`src/rtl/fdli_pkg.sv`:
```
// Shared types, constants and lookup tables for the face dof local index unit.
package fdli_pkg;

    localparam int MAX_EDGE_DOFS = 16;
    localparam int CNT_W         = $clog2(MAX_EDGE_DOFS + 1);
    localparam int IDX_W         = 2 * CNT_W;
    localparam int DOF_W         = 8;
    localparam int CELLS         = DOF_W;
    localparam int LATENCY       = CELLS + 1;
    localparam int CFG_W         = 5;

    localparam logic [2:0] ERR_OK     = 3'd0;
    localparam logic [2:0] ERR_ORIENT = 3'd1;
    localparam logic [2:0] ERR_FACE   = 3'd2;
    localparam logic [2:0] ERR_DIM    = 3'd3;
    localparam logic [2:0] ERR_RANGE  = 3'd4;

    localparam logic [1:0] DIM_NONE = 2'd0;
    localparam logic [1:0] DIM_1D   = 2'd1;
    localparam logic [1:0] DIM_2D   = 2'd2;

    // Selector codes: kf1, kf2, reversed kf1, reversed kf2.
    localparam logic [1:0] SEL_KF1  = 2'd0;
    localparam logic [1:0] SEL_KF2  = 2'd1;
    localparam logic [1:0] SEL_REV1 = 2'd2;
    localparam logic [1:0] SEL_REV2 = 2'd3;

    localparam logic [1:0] PICK_K1 [0:2][0:7] = '{
        '{SEL_KF1,  SEL_REV2, SEL_REV2, SEL_REV1, SEL_REV1, SEL_KF2,  SEL_KF2,  SEL_KF1},
        '{SEL_KF1,  SEL_KF2,  SEL_KF2,  SEL_REV1, SEL_REV1, SEL_REV2, SEL_REV2, SEL_KF1},
        '{SEL_REV1, SEL_KF2,  SEL_KF2,  SEL_KF1,  SEL_KF1,  SEL_REV2, SEL_REV2, SEL_REV1}
    };
    localparam logic [1:0] PICK_K2 [0:2][0:7] = '{
        '{SEL_REV2, SEL_KF1,  SEL_REV1, SEL_REV2, SEL_KF2,  SEL_REV1, SEL_KF1,  SEL_KF2},
        '{SEL_KF2,  SEL_KF1,  SEL_REV1, SEL_KF2,  SEL_REV2, SEL_REV1, SEL_KF1,  SEL_REV2},
        '{SEL_KF2,  SEL_REV1, SEL_KF1,  SEL_KF2,  SEL_REV2, SEL_KF1,  SEL_REV1, SEL_REV2}
    };
    localparam logic [1:0] FACE_GROUP [0:5] = '{2'd0, 2'd1, 2'd1, 2'd2, 2'd2, 2'd1};

    typedef struct packed {
        logic [1:0]       dim;
        logic [2:0]       face;
        logic [3:0]       orient;
        logic [DOF_W-1:0] dof;
        logic [CNT_W-1:0] cnt;
        logic [DOF_W-1:0] work;
        logic [CNT_W-1:0] rem;
        logic [DOF_W-1:0] quo;
    } t_cell_data;

    function automatic logic [CNT_W-1:0] clamp_count(logic [CFG_W-1:0] v);
        logic [CNT_W-1:0] c;
        begin
            if (v == '0) begin
                c = CNT_W'(1);
            end else if (int'(v) > MAX_EDGE_DOFS) begin
                c = CNT_W'(MAX_EDGE_DOFS);
            end else begin
                c = CNT_W'(v);
            end
            return c;
        end
    endfunction

endpackage

```
`src/rtl/fdli_cell.sv`:
```
// One restoring division cell: produces one quotient bit per item and passes it on.
module fdli_cell (
    input  logic                  i_clk,
    input  logic                  i_rst_n,
    input  logic                  i_valid,
    input  fdli_pkg::t_cell_data  i_data,
    output logic                  o_valid,
    output fdli_pkg::t_cell_data  o_data
);

    logic                          r_valid;
    fdli_pkg::t_cell_data          r_data;
    fdli_pkg::t_cell_data          n_data;
    logic [fdli_pkg::CNT_W:0]      rem_sh;
    logic                          take;

    always_comb begin
        rem_sh = {i_data.rem, i_data.work[fdli_pkg::DOF_W-1]};
        take   = (rem_sh >= {1'b0, i_data.cnt});
        n_data = i_data;
        n_data.work = {i_data.work[fdli_pkg::DOF_W-2:0], 1'b0};
        n_data.quo  = {i_data.quo[fdli_pkg::DOF_W-2:0], take};
        if (take) begin
            n_data.rem = fdli_pkg::CNT_W'(rem_sh - {1'b0, i_data.cnt});
        end else begin
            n_data.rem = rem_sh[fdli_pkg::CNT_W-1:0];
        end
    end

    always_ff @(posedge i_clk) begin
        if (!i_rst_n) begin
            r_valid <= 1'b0;
        end else begin
            r_valid <= i_valid;
        end
    end

    always_ff @(posedge i_clk) begin
        r_data <= n_data;
    end

    assign o_valid = r_valid;
    assign o_data  = r_data;

endmodule

```
`src/rtl/fdli_map.sv`:
```
// Final stage: error checks, orientation table lookup and index assembly.
module fdli_map (
    input  logic                  i_clk,
    input  logic                  i_rst_n,
    input  logic                  i_valid,
    input  fdli_pkg::t_cell_data  i_data,
    output logic                  o_strobe,
    output logic [7:0]            o_local_index,
    output logic [2:0]            o_error_code
);

    logic                          r_strobe;
    logic [7:0]                    r_index;
    logic [2:0]                    r_err;
    logic [7:0]                    n_index;
    logic [2:0]                    n_err;
    logic [7:0]                    cnt8;
    logic [fdli_pkg::CNT_W-1:0]    kf1;
    logic [fdli_pkg::CNT_W-1:0]    kf2;
    logic [fdli_pkg::CNT_W-1:0]    k1;
    logic [fdli_pkg::CNT_W-1:0]    k2;
    logic [1:0]                    grp;
    logic [1:0]                    sel1;
    logic [1:0]                    sel2;
    logic [fdli_pkg::IDX_W-1:0]    idx3;

    function automatic logic [fdli_pkg::CNT_W-1:0] pick(
        logic [1:0] sel,
        logic [fdli_pkg::CNT_W-1:0] a,
        logic [fdli_pkg::CNT_W-1:0] b,
        logic [fdli_pkg::CNT_W-1:0] c
    );
        logic [fdli_pkg::CNT_W-1:0] r;
        begin
            case (sel)
                fdli_pkg::SEL_KF1:  r = a;
                fdli_pkg::SEL_KF2:  r = b;
                fdli_pkg::SEL_REV1: r = c - fdli_pkg::CNT_W'(1) - a;
                default:            r = c - fdli_pkg::CNT_W'(1) - b;
            endcase
            return r;
        end
    endfunction

    always_comb begin
        cnt8 = 8'(i_data.cnt);
        kf1  = i_data.rem;
        kf2  = i_data.quo[fdli_pkg::CNT_W-1:0];
        grp  = (i_data.face <= 3'd5) ? fdli_pkg::FACE_GROUP[i_data.face] : 2'd0;
        sel1 = fdli_pkg::PICK_K1[grp][i_data.orient[2:0]];
        sel2 = fdli_pkg::PICK_K2[grp][i_data.orient[2:0]];
        k1   = pick(sel1, kf1, kf2, i_data.cnt);
        k2   = pick(sel2, kf1, kf2, i_data.cnt);
        idx3 = fdli_pkg::IDX_W'(k1)
             + fdli_pkg::IDX_W'(fdli_pkg::IDX_W'(k2) * fdli_pkg::IDX_W'(i_data.cnt));

        n_err   = fdli_pkg::ERR_OK;
        n_index = 8'd0;
        case (i_data.dim)
            fdli_pkg::DIM_NONE: begin
                n_err = fdli_pkg::ERR_DIM;
            end
            fdli_pkg::DIM_1D: begin
                if (i_data.dof >= cnt8) begin
                    n_err = fdli_pkg::ERR_RANGE;
                end else begin
                    n_index = i_data.dof;
                end
            end
            fdli_pkg::DIM_2D: begin
                if (i_data.face > 3'd3) begin
                    n_err = fdli_pkg::ERR_FACE;
                end else if (i_data.dof >= cnt8) begin
                    n_err = fdli_pkg::ERR_RANGE;
                end else if (i_data.face <= 3'd1) begin
                    n_index = i_data.dof;
                end else begin
                    n_index = cnt8 - 8'd1 - i_data.dof;
                end
            end
            default: begin
                if (i_data.face > 3'd5) begin
                    n_err = fdli_pkg::ERR_FACE;
                end else if (i_data.orient > 4'd7) begin
                    n_err = fdli_pkg::ERR_ORIENT;
                end else if (i_data.quo >= cnt8) begin
                    // The quotient reaches count exactly when dof >= count * count.
                    n_err = fdli_pkg::ERR_RANGE;
                end else if (idx3 > fdli_pkg::IDX_W'(255)) begin
                    n_err = fdli_pkg::ERR_RANGE;
                end else begin
                    n_index = idx3[7:0];
                end
            end
        endcase
    end

    always_ff @(posedge i_clk) begin
        if (!i_rst_n) begin
            r_strobe <= 1'b0;
        end else begin
            r_strobe <= i_valid;
        end
    end

    always_ff @(posedge i_clk) begin
        r_index <= n_index;
        r_err   <= n_err;
    end

    assign o_strobe      = r_strobe;
    assign o_local_index = r_index;
    assign o_error_code  = r_err;

endmodule

```
`src/rtl/face_dof_local_index_unit.sv`:
```
// Top level of the face dof local index unit: config register, divider cell chain, map stage.
//
//  channel  | handshake                  | payload
//  ---------+----------------------------+--------------------------------------------------
//  command  | start (in), busy (out)     | i_dimension, i_face_id, i_orientation, i_face_dof
//  result   | o_strobe (out)             | o_local_index, o_error_code
//  config   | i_cfg_valid, o_cfg_ready   | i_cfg_data (dofs_per_edge)
//
// One word is accepted every cycle; busy is never raised.
// Each word passes a chain of eight division cells, one quotient bit per cell, then the
// map stage: nine register stages in all, the last of which raises o_strobe with the result.
// Synchronous active-low reset clears the valid bits and sets dofs_per_edge to 2.
// Results are not flow controlled: the receiver must take each one in its strobe cycle.
module face_dof_local_index_unit (
    input  logic                        i_clk,
    input  logic                        i_rst_n,
    input  logic                        start,
    output logic                        busy,
    input  logic [1:0]                  i_dimension,
    input  logic [2:0]                  i_face_id,
    input  logic [3:0]                  i_orientation,
    input  logic [7:0]                  i_face_dof,
    output logic                        o_strobe,
    output logic [7:0]                  o_local_index,
    output logic [2:0]                  o_error_code,
    input  logic                        i_cfg_valid,
    output logic                        o_cfg_ready,
    input  logic [fdli_pkg::CFG_W-1:0]  i_cfg_data
);

    logic [fdli_pkg::CFG_W-1:0]  r_dofs_per_edge;
    logic                        chain_valid [0:fdli_pkg::CELLS];
    fdli_pkg::t_cell_data        chain_data  [0:fdli_pkg::CELLS];

    assign busy        = 1'b0;
    assign o_cfg_ready = 1'b1;

    always_ff @(posedge i_clk) begin
        if (!i_rst_n) begin
            r_dofs_per_edge <= fdli_pkg::CFG_W'(2);
        end else if (i_cfg_valid && o_cfg_ready) begin
            r_dofs_per_edge <= i_cfg_data;
        end
    end

    always_comb begin
        chain_valid[0]       = start && !busy;
        chain_data[0].dim    = i_dimension;
        chain_data[0].face   = i_face_id;
        chain_data[0].orient = i_orientation;
        chain_data[0].dof    = i_face_dof;
        chain_data[0].cnt    = fdli_pkg::clamp_count(r_dofs_per_edge);
        chain_data[0].work   = i_face_dof;
        chain_data[0].rem    = '0;
        chain_data[0].quo    = '0;
    end

    for (genvar g = 0; g < fdli_pkg::CELLS; g++) begin : g_cell
        fdli_cell u_cell (
            .i_clk   (i_clk),
            .i_rst_n (i_rst_n),
            .i_valid (chain_valid[g]),
            .i_data  (chain_data[g]),
            .o_valid (chain_valid[g+1]),
            .o_data  (chain_data[g+1])
        );
    end

    fdli_map u_map (
        .i_clk         (i_clk),
        .i_rst_n       (i_rst_n),
        .i_valid       (chain_valid[fdli_pkg::CELLS]),
        .i_data        (chain_data[fdli_pkg::CELLS]),
        .o_strobe      (o_strobe),
        .o_local_index (o_local_index),
        .o_error_code  (o_error_code)
    );

    // Every accepted word yields exactly one result once it has passed the pipeline stages.
    a_latency: assert property (@(posedge i_clk) disable iff (!i_rst_n)
        (start && !busy) |-> ##(fdli_pkg::LATENCY) o_strobe)
        else $error("accepted word produced no result");

    a_no_spurious: assert property (@(posedge i_clk) disable iff (!i_rst_n)
        (o_strobe && $past(i_rst_n, fdli_pkg::LATENCY))
            |-> $past(start && !busy, fdli_pkg::LATENCY))
        else $error("result strobe without an accepted word");

    a_err_zero: assert property (@(posedge i_clk) disable iff (!i_rst_n)
        (o_strobe && o_error_code != fdli_pkg::ERR_OK) |-> (o_local_index == 8'd0))
        else $error("nonzero index reported with an error");

    a_err_code: assert property (@(posedge i_clk) disable iff (!i_rst_n)
        o_strobe |-> (o_error_code <= fdli_pkg::ERR_RANGE))
        else $error("undefined error code");

endmodule
```
`config.mk`:
```
export PLATFORM = sky130hd
export DESIGN_NAME = face_dof_local_index_unit
export DESIGN_NICKNAME = d
export VERILOG_FILES = /design/src/rtl/fdli_pkg.sv /design/src/rtl/fdli_cell.sv /design/src/rtl/fdli_map.sv /design/src/rtl/face_dof_local_index_unit.sv
export SDC_FILE = /design/constraint.sdc
export NUM_CORES = 1
export LEC_CHECK = 0
export BUFFER_PORTS_ARGS = -buffer_cell sky130_fd_sc_hd__buf_4
export CORE_MARGIN = 2
export CORE_UTILIZATION = 47
export DETAILED_ROUTE_END_ITERATION = 8
export PLACE_DENSITY = 0.59
export SYNTH_ARGS = -nofsm -noshare
export SYNTH_HDL_FRONTEND = slang
export SYNTH_SLANG_ARGS = --single-unit
```
`constraint.sdc`:
```
create_clock -name i_clk -period 6.3 [get_ports i_clk]
set_input_delay 1.575 -clock i_clk [delete_from_list [all_inputs] [get_ports i_clk]]
set_output_delay 1.575 -clock i_clk [all_outputs]
set_load 0.02 [all_outputs]
```
==> impl_metrics.csv, run 1 <==
group,metric,value,unit
min_path,min_path_cells,0,
timing,worst_hold_slack,0.313,ns
timing,rsz0062_at_grt,"no",
cts,holdBufCountCts,0,
synth,synth_top_area_cell,"dfxtp_1",
synth,netlist_instances,912,
synth,synthTopCellsByArea,"dfxtp_1, ha_1, fa_1",
min_path,worstHoldPathType,"register to register",
timing,slew_violations,0,
floorplanning,pin_count,40,
place,hpwl,11600,µm
run,cap_violations,0,
cells_and_area,final_cell_area,11700,µm²
cells_and_area,drive_above_1_share,10.5,%
critical_path,cp.arrival,6.36,ns
synth,postSynth.asyncResetShare,0,%
cts,clk_pin_slew,0.06,ns
grt,gr-total-overflow,0,
floorplanning,rows,53,
timing,slew_headroom,57.0,%
cts,cts_max_path_buffers,3,
cts,tritoncts,"done",
floorplanning,die_x,151,µm
critical_path,crit_required,6.75,ns
grt,first_global_vias,5767,
synth,synth_most_common_cell,"dfxtp_1",
power,p_per_area,488,nW/µm²
synth,synth_edf_count,0,
floorplanning,dieArea,22700,µm²
synth,synth_top_cells_by_count,"dfxtp_1, inv_1, ha_1",
route,wl,15500,µm
synth,synth_area,10100,µm²
route,vias,5904,
route,drc,0,
power,leakagePower,5.34,nW
route,drt_iter0_drc,187,
floorplanning,start_util,47.9,%
cts,cts_buffers,28,
timing,period_minus_slack,5.91,ns
cells_and_area,fin_nets,1111,
grt,grt_max_degree,16,
timing,timing.setup.tns,0,ns
route,wl_per_cell,12.2,µm
critical_path,critPathKind,"register to register",
route,via_per_inst,4.64,
floorplanning,die_h,151,µm
place,place.gp.congestion,0.805,
cells_and_area,antennaDiodeCount,0,
grt,grt_pass1_wl,26600,µm
timing,setup_violations,0,
cells_and_area,fillers,1853,
floorplanning,coreArea,21100,µm²
cts,clock_sinks,277,
synth,synthFlopType,"dfxtp_1",
timing,finalCritPeriodShare,93.8,%
grt,antenna_found_initial,0,
power,ir_drop,0.255,mV
cts,htreeDepth,1,
critical_path,crit_path_end_kind,"register",
critical_path,startpoint_type,"register",
synth,yosysSeqAreaShare,54.9,%
synth,synth_warnings,0,
cells_and_area,multi_input_area,4080,µm²
place,placed_cell_area,10700,µm²
timing,finClkSkew,0.0211,ns
route,ant_nets,0,
cells_and_area,seq_area,5550,µm²
run_status,status,"complete, no violations",
synth,netlist.area_leader.share,54.9,%
route,drtPass1Iterations,6,
synth,ys_seq_elements,277,
grt,grtUsageTotal,14.5,%
timing,fmax,169,MHz
synth,yosysUniqueCellTypes,53,
critical_path,reg2reg_depth,22,
synth,syn_area_per_cell,11.1,µm²
timing,tightest_slew,0.642,ns
cts,worstSkewPairLatency,0.54,ns
place,io_buffers,37,
cts,cts_root_buffer,"clkbuf_16",
synth,syn_nets,1047,
cells_and_area,area_delta_synth_final,15.3,%
timing,hold_viol_final,0,
critical_path,crit_fanout,10,
[power by group]
group	switching, W	leakage [nW]	internal (W)
registers	0.000129	2.32	0.00202
clock network	0.000657	0.437	0.000935
logic	0.00108	2.58	0.000860
[flip-flops by register name, summed over array words and instances (netlist names)]
signal                 count
u_map.o_local_index        8
g_cell.u_cell.o_valid      8
u_map.o_strobe             1
u_map.o_error_code         3
g_cell.u_cell.o_data     252
r_dofs_per_edge            5
[final timing paths]
| path | slack (ns) | to | from |
|---|---|---|---|
| max | 0.39 | u_map.o_local_index[6]$_DFF_P_ | g_cell[7].u_cell.o_data[39]$_DFF_P_ |
| min | 0.31 | g_cell[5].u_cell.o_data[2]$_DFF_P_ | g_cell[4].u_cell.o_data[1]$_DFF_P_ |
| max reg2reg | 0.39 | u_map.o_local_index[6]$_DFF_P_ | g_cell[7].u_cell.o_data[39]$_DFF_P_ |
| min reg2reg | 0.31 | g_cell[5].u_cell.o_data[2]$_DFF_P_ | g_cell[4].u_cell.o_data[1]$_DFF_P_ |
[cell families (layout without fill, tap and decap cells)]
family / count (synthesis) / in the layout / share of synthesized area, %
flops: 277 / 277 / 54.9
simple gates: 193 / 193 / 9.34
compound gates: 136 / 136 / 8.17
buf+inv: 124 / 209 / 4.88
fa+ha+maj: 109 / 109 / 15.3
mux: 36 / 36 / 4.36
xor+xnor: 35 / 35 / 3.03
other cells: 2 / 2 / 0.0743
[metal layers]
layer | global-route usage [%] | share of wire [%] | wire, µm | up-vias
li1 | - | - | - | 3131
met1 | 18.1 | 46 | 7180 | 2637
met2 | 24.2 | 45 | 7030 | 94
met3 | 3.03 | 4.5 | 695 | 42
met4 | 6.45 | 3.6 | 562 | 0
met5 | 0 | 0 | 0 | -
[per-stage QoR]
| stage | utilization (%) | setup slack (ns) | power, W | std cells |
|---|---|---|---|---|
| 6_report | 55.3 | 0.391 | 0.00569 | 1272 |
| 5_1_grt | 55.3 | 0.000768 | 0.00618 | 1272 |
| 4_1_cts | 55.1 | 0.116 | 0.00573 | 1270 |
| 3_5_place_dp | 50.7 | 0.133 | 0.00411 | 1219 |
| 3_3_place_gp | 50.7 | 0.288 | 0.00409 | 1219 |
| 2_1_floorplan | - | 0.591 | 0.00368 | 912 |
[cell type report]
cell class / instances / share of cell area [%]
flip-flops and latches: 277 / 47.6
multi-input cells: 511 / 35.0
well taps: 275 / 2.95
clock inverters: 13 / 1.08
inverters: 114 / 3.67
repair buffers: 44 / 2.83
clock buffers: 38 / 6.85
[placed cells by master, fill, tap and decap left out, types with 3 or more instances in the layout]
cell type and instances:
mux4_2 4, nand3_1 11, o21ai_0 48, clkbuf_8 6, nand2b_1 13, nand3b_1 5
nand2_1 64, a21oi_1 30, buf_4 44, dfxtp_2 3, fa_1 24, a31oi_1 3
inv_1 113, o22ai_1 5, nor3_1 13, nor2b_1 16, nor4_1 4, mux2i_1 29
dfxtp_1 274, ha_1 85, clkbuf_16 28, xor2_1 21, and2_1 24, clkinvlp_4 6
and3_1 3, a21o_1 15, clkbuf_1 4, a211oi_1 11, xnor2_1 14, nor2_1 35
clkinv_2 3, o21a_1 3
[critical path: stages, from the launching register on]
cell and delay, ns:
dfxtp_2 0.37, ha_1 0.28, inv_1 0.03, o21a_1 0.23, ha_1 0.34, a21boi_0 0.18
a22oi_1 0.11, o211ai_2 0.33, inv_2 0.09, mux4_2 0.49, and2_1 0.19, fa_1 0.46
fa_1 0.54, inv_1 0.05, fa_1 0.52, inv_1 0.04, ha_1 0.33, o21ai_1 0.18
o21bai_1 0.10, a21oi_2 0.22, mux2i_1 0.10, a211o_1 0.34, o32ai_1 0.28
[repair_timing]
item | in CTS | in global routing
setup endpoints to repair | 0 | 9
endpoints found under the hold margin | 0 | 0
gates resized for setup | 0 | 7
buffers inserted | 0 | 2
(Power assumes the default switching activity.)
==> inputs of run 2 (changes only) <==
- PLACE_DENSITY: 0.59 -> default
==> impl_metrics.csv, run 2 (same netlist as run 1, synthesis figures left out) <==
group,metric,value,unit
floorplanning,start_util,47.9,%
grt,first_global_vias,5798,
cells_and_area,area_delta_synth_final,16.1,%
cells_and_area,drive_above_1_share,11.0,%
cells_and_area,fillers,1846,
power,p_per_area,494,nW/µm²
timing,hold_viol_final,0,
cells_and_area,largest_reg_flops,252,
critical_path,crit_required,6.75,ns
cts,worstSkewPairLatency,0.55,ns
grt,antenna_found_initial,0,
route,vias,6007,
cells_and_area,layout_commonest_cell,"dfxtp_1",
route,drt_iter0_drc,221,
power,total_power,0.00579,W
timing,tightest_slew,0.663,ns
place,hpwl,11800,µm
floorplanning,coreArea,21100,µm²
timing,worst_hold_slack,0.311,ns
min_path,worstHoldPathType,"register to register",
floorplanning,die_x,151,µm
floorplanning,die_h,151,µm
grt,grtUsageTotal,14.4,%
cells_and_area,final_cell_mix,"dfxtp_1, inv_1, ha_1",
cells_and_area,final_util,55.6,%
critical_path,crit_path_end_kind,"register",
route,via_per_inst,4.71,
timing,timing.setup.tns,0,ns
grt,gr-total-overflow,0,
floorplanning,dieArea,22700,µm²
cts,htreeDepth,1,
timing,slew_headroom,55.6,%
cts,clock_sinks,277,
place,io_buffers,37,
cts,clk_pin_slew,0.06,ns
critical_path,critPathBufInv,4,
cts,holdBufCountCts,0,
critical_path,path_depth,22,
timing,rsz0062_at_grt,"no",
cts,tritoncts,"done",
grt,grt_pass1_wl,26700,µm
route,wl_per_cell,12.2,µm
timing,period_minus_slack,5.88,ns
timing,slew_violations,0,
run,cap_violations,0,
route,ant_nets,0,
critical_path,cp.arrival,6.33,ns
floorplanning,pin_count,40,
floorplanning,rows,53,
timing,finalCritPeriodShare,93.3,%
power,ir_drop,0.252,mV
power,leakagePower,5.39,nW
route,drtPass1Iterations,4,
timing,setup_violations,0,
cts,cts_max_path_buffers,3,
cells_and_area,antennaDiodeCount,0,
cells_and_area,fin_nets,1113,
cts,cts_root_buffer,"clkbuf_16",
critical_path,crit_chain,"ha_1, inv_1, o21a_1, ha_1, a21boi_1, a22oi_1, o211ai_2, inv_2, mux4_2, and2_1, fa_1, fa_1, inv_1, fa_1, inv_1, ha_1, o21ai_0, o21ai_0, nand2_1, xnor2_1, a211o_1, o32ai_1",
critical_path,critical_path.max_stage_delay,0.55,ns
timing,finClkSkew,0.0191,ns
critical_path,rrSetupSlack,0.42,ns
critical_path,crit_fanout,10,
critical_path,cpMaxStageDelayCell,"mux4_2",
run_status,status,"complete, no violations",
min_path,min_path_cells,0,
critical_path,reg2reg_depth,22,
route,wl,15500,µm
grt,grt_max_degree,16,
cts,cts_buffers,28,
route,drc,0,
critical_path,path_delay_family,"adder cells",
place,place.gp.congestion,0.809,
critical_path,startpoint_type,"register",
critical_path,critPathKind,"register to register",
timing,fmax,170,MHz
-- run 2: cell count changes in the layout (fill, tap and decap cells not counted), moves of 2 or more --
cell        delta
clkinvlp_4     -4
clkinv_2       +5
bufinv_16      +3
clkbuf_8       -5
buf_4          +2
-- run 2: path summary, 6_finish.rpt --
kind | endpoint | startpoint
max | u_map.o_local_index[6]$_DFF_P_ | g_cell[7].u_cell.o_data[39]$_DFF_P_
min | g_cell[6].u_cell.o_data[29]$_DFF_P_ | g_cell[5].u_cell.o_data[29]$_DFF_P_
max reg2reg | u_map.o_local_index[6]$_DFF_P_ | g_cell[7].u_cell.o_data[39]$_DFF_P_
min reg2reg | g_cell[6].u_cell.o_data[29]$_DFF_P_ | g_cell[5].u_cell.o_data[29]$_DFF_P_
-- run 2: layout make-up --
cell class | count | area [µm²] | share of cell area, %
sequential | 277 | 5550 | 47.3
multi-input combinational | 511 | 4090 | 34.8
clock buffer | 33 | 729 | 6.22
inverter | 114 | 428 | 3.65
timing repair buffer | 46 | 345 | 2.94
tap | 275 | 344 | 2.93
clock inverter | 19 | 248 | 2.11
-- run 2: worst register-to-register path: stages, from the launching register on --
cell and delay, ns:
dfxtp_2 0.36, ha_1 0.28, inv_1 0.04, o21a_1 0.23
ha_1 0.35, a21boi_1 0.08, a22oi_1 0.22, o211ai_2 0.18
inv_2 0.12, mux4_2 0.55, and2_1 0.19, fa_1 0.46
fa_1 0.54, inv_1 0.05, fa_1 0.52, inv_1 0.04
ha_1 0.33, o21ai_0 0.13, o21ai_0 0.20, nand2_1 0.09
xnor2_1 0.15, a211o_1 0.39, o32ai_1 0.28
-- run 2: stage by stage --
stage               area (µm²)  setup WS [ns]  instances
finish                   11700          0.424       1275
detailed placement       10700          0.116       1219
global route             11700         0.0167       1275
CTS                      11700          0.104       1271
floorplan                10100          0.591        912
global placement         10700          0.302       1219
-- run 2: timing repair --
item                                    4_1_cts  5_1_grt
endpoints found under the setup margin        0        9
resized for setup                             0        9
buffers inserted                              0        4
-- run 2: metal layers --
metal,up-vias,track usage (%),share of wire [%]
li1,3141,-,-
met1,2741,18.0,45
met2,96,25.3,48
met3,29,2.76,4.5
met4,0,4.53,2.5
met5,-,0,0
-- run 2: power breakdown --
group	leakage, nW	switching (W)	internal (W)
Clock	0.477	0.000672	0.00101
Combinational	2.60	0.00109	0.000871
Sequential	2.32	0.000131	0.00202
Total	5.39	0.00189	0.00390
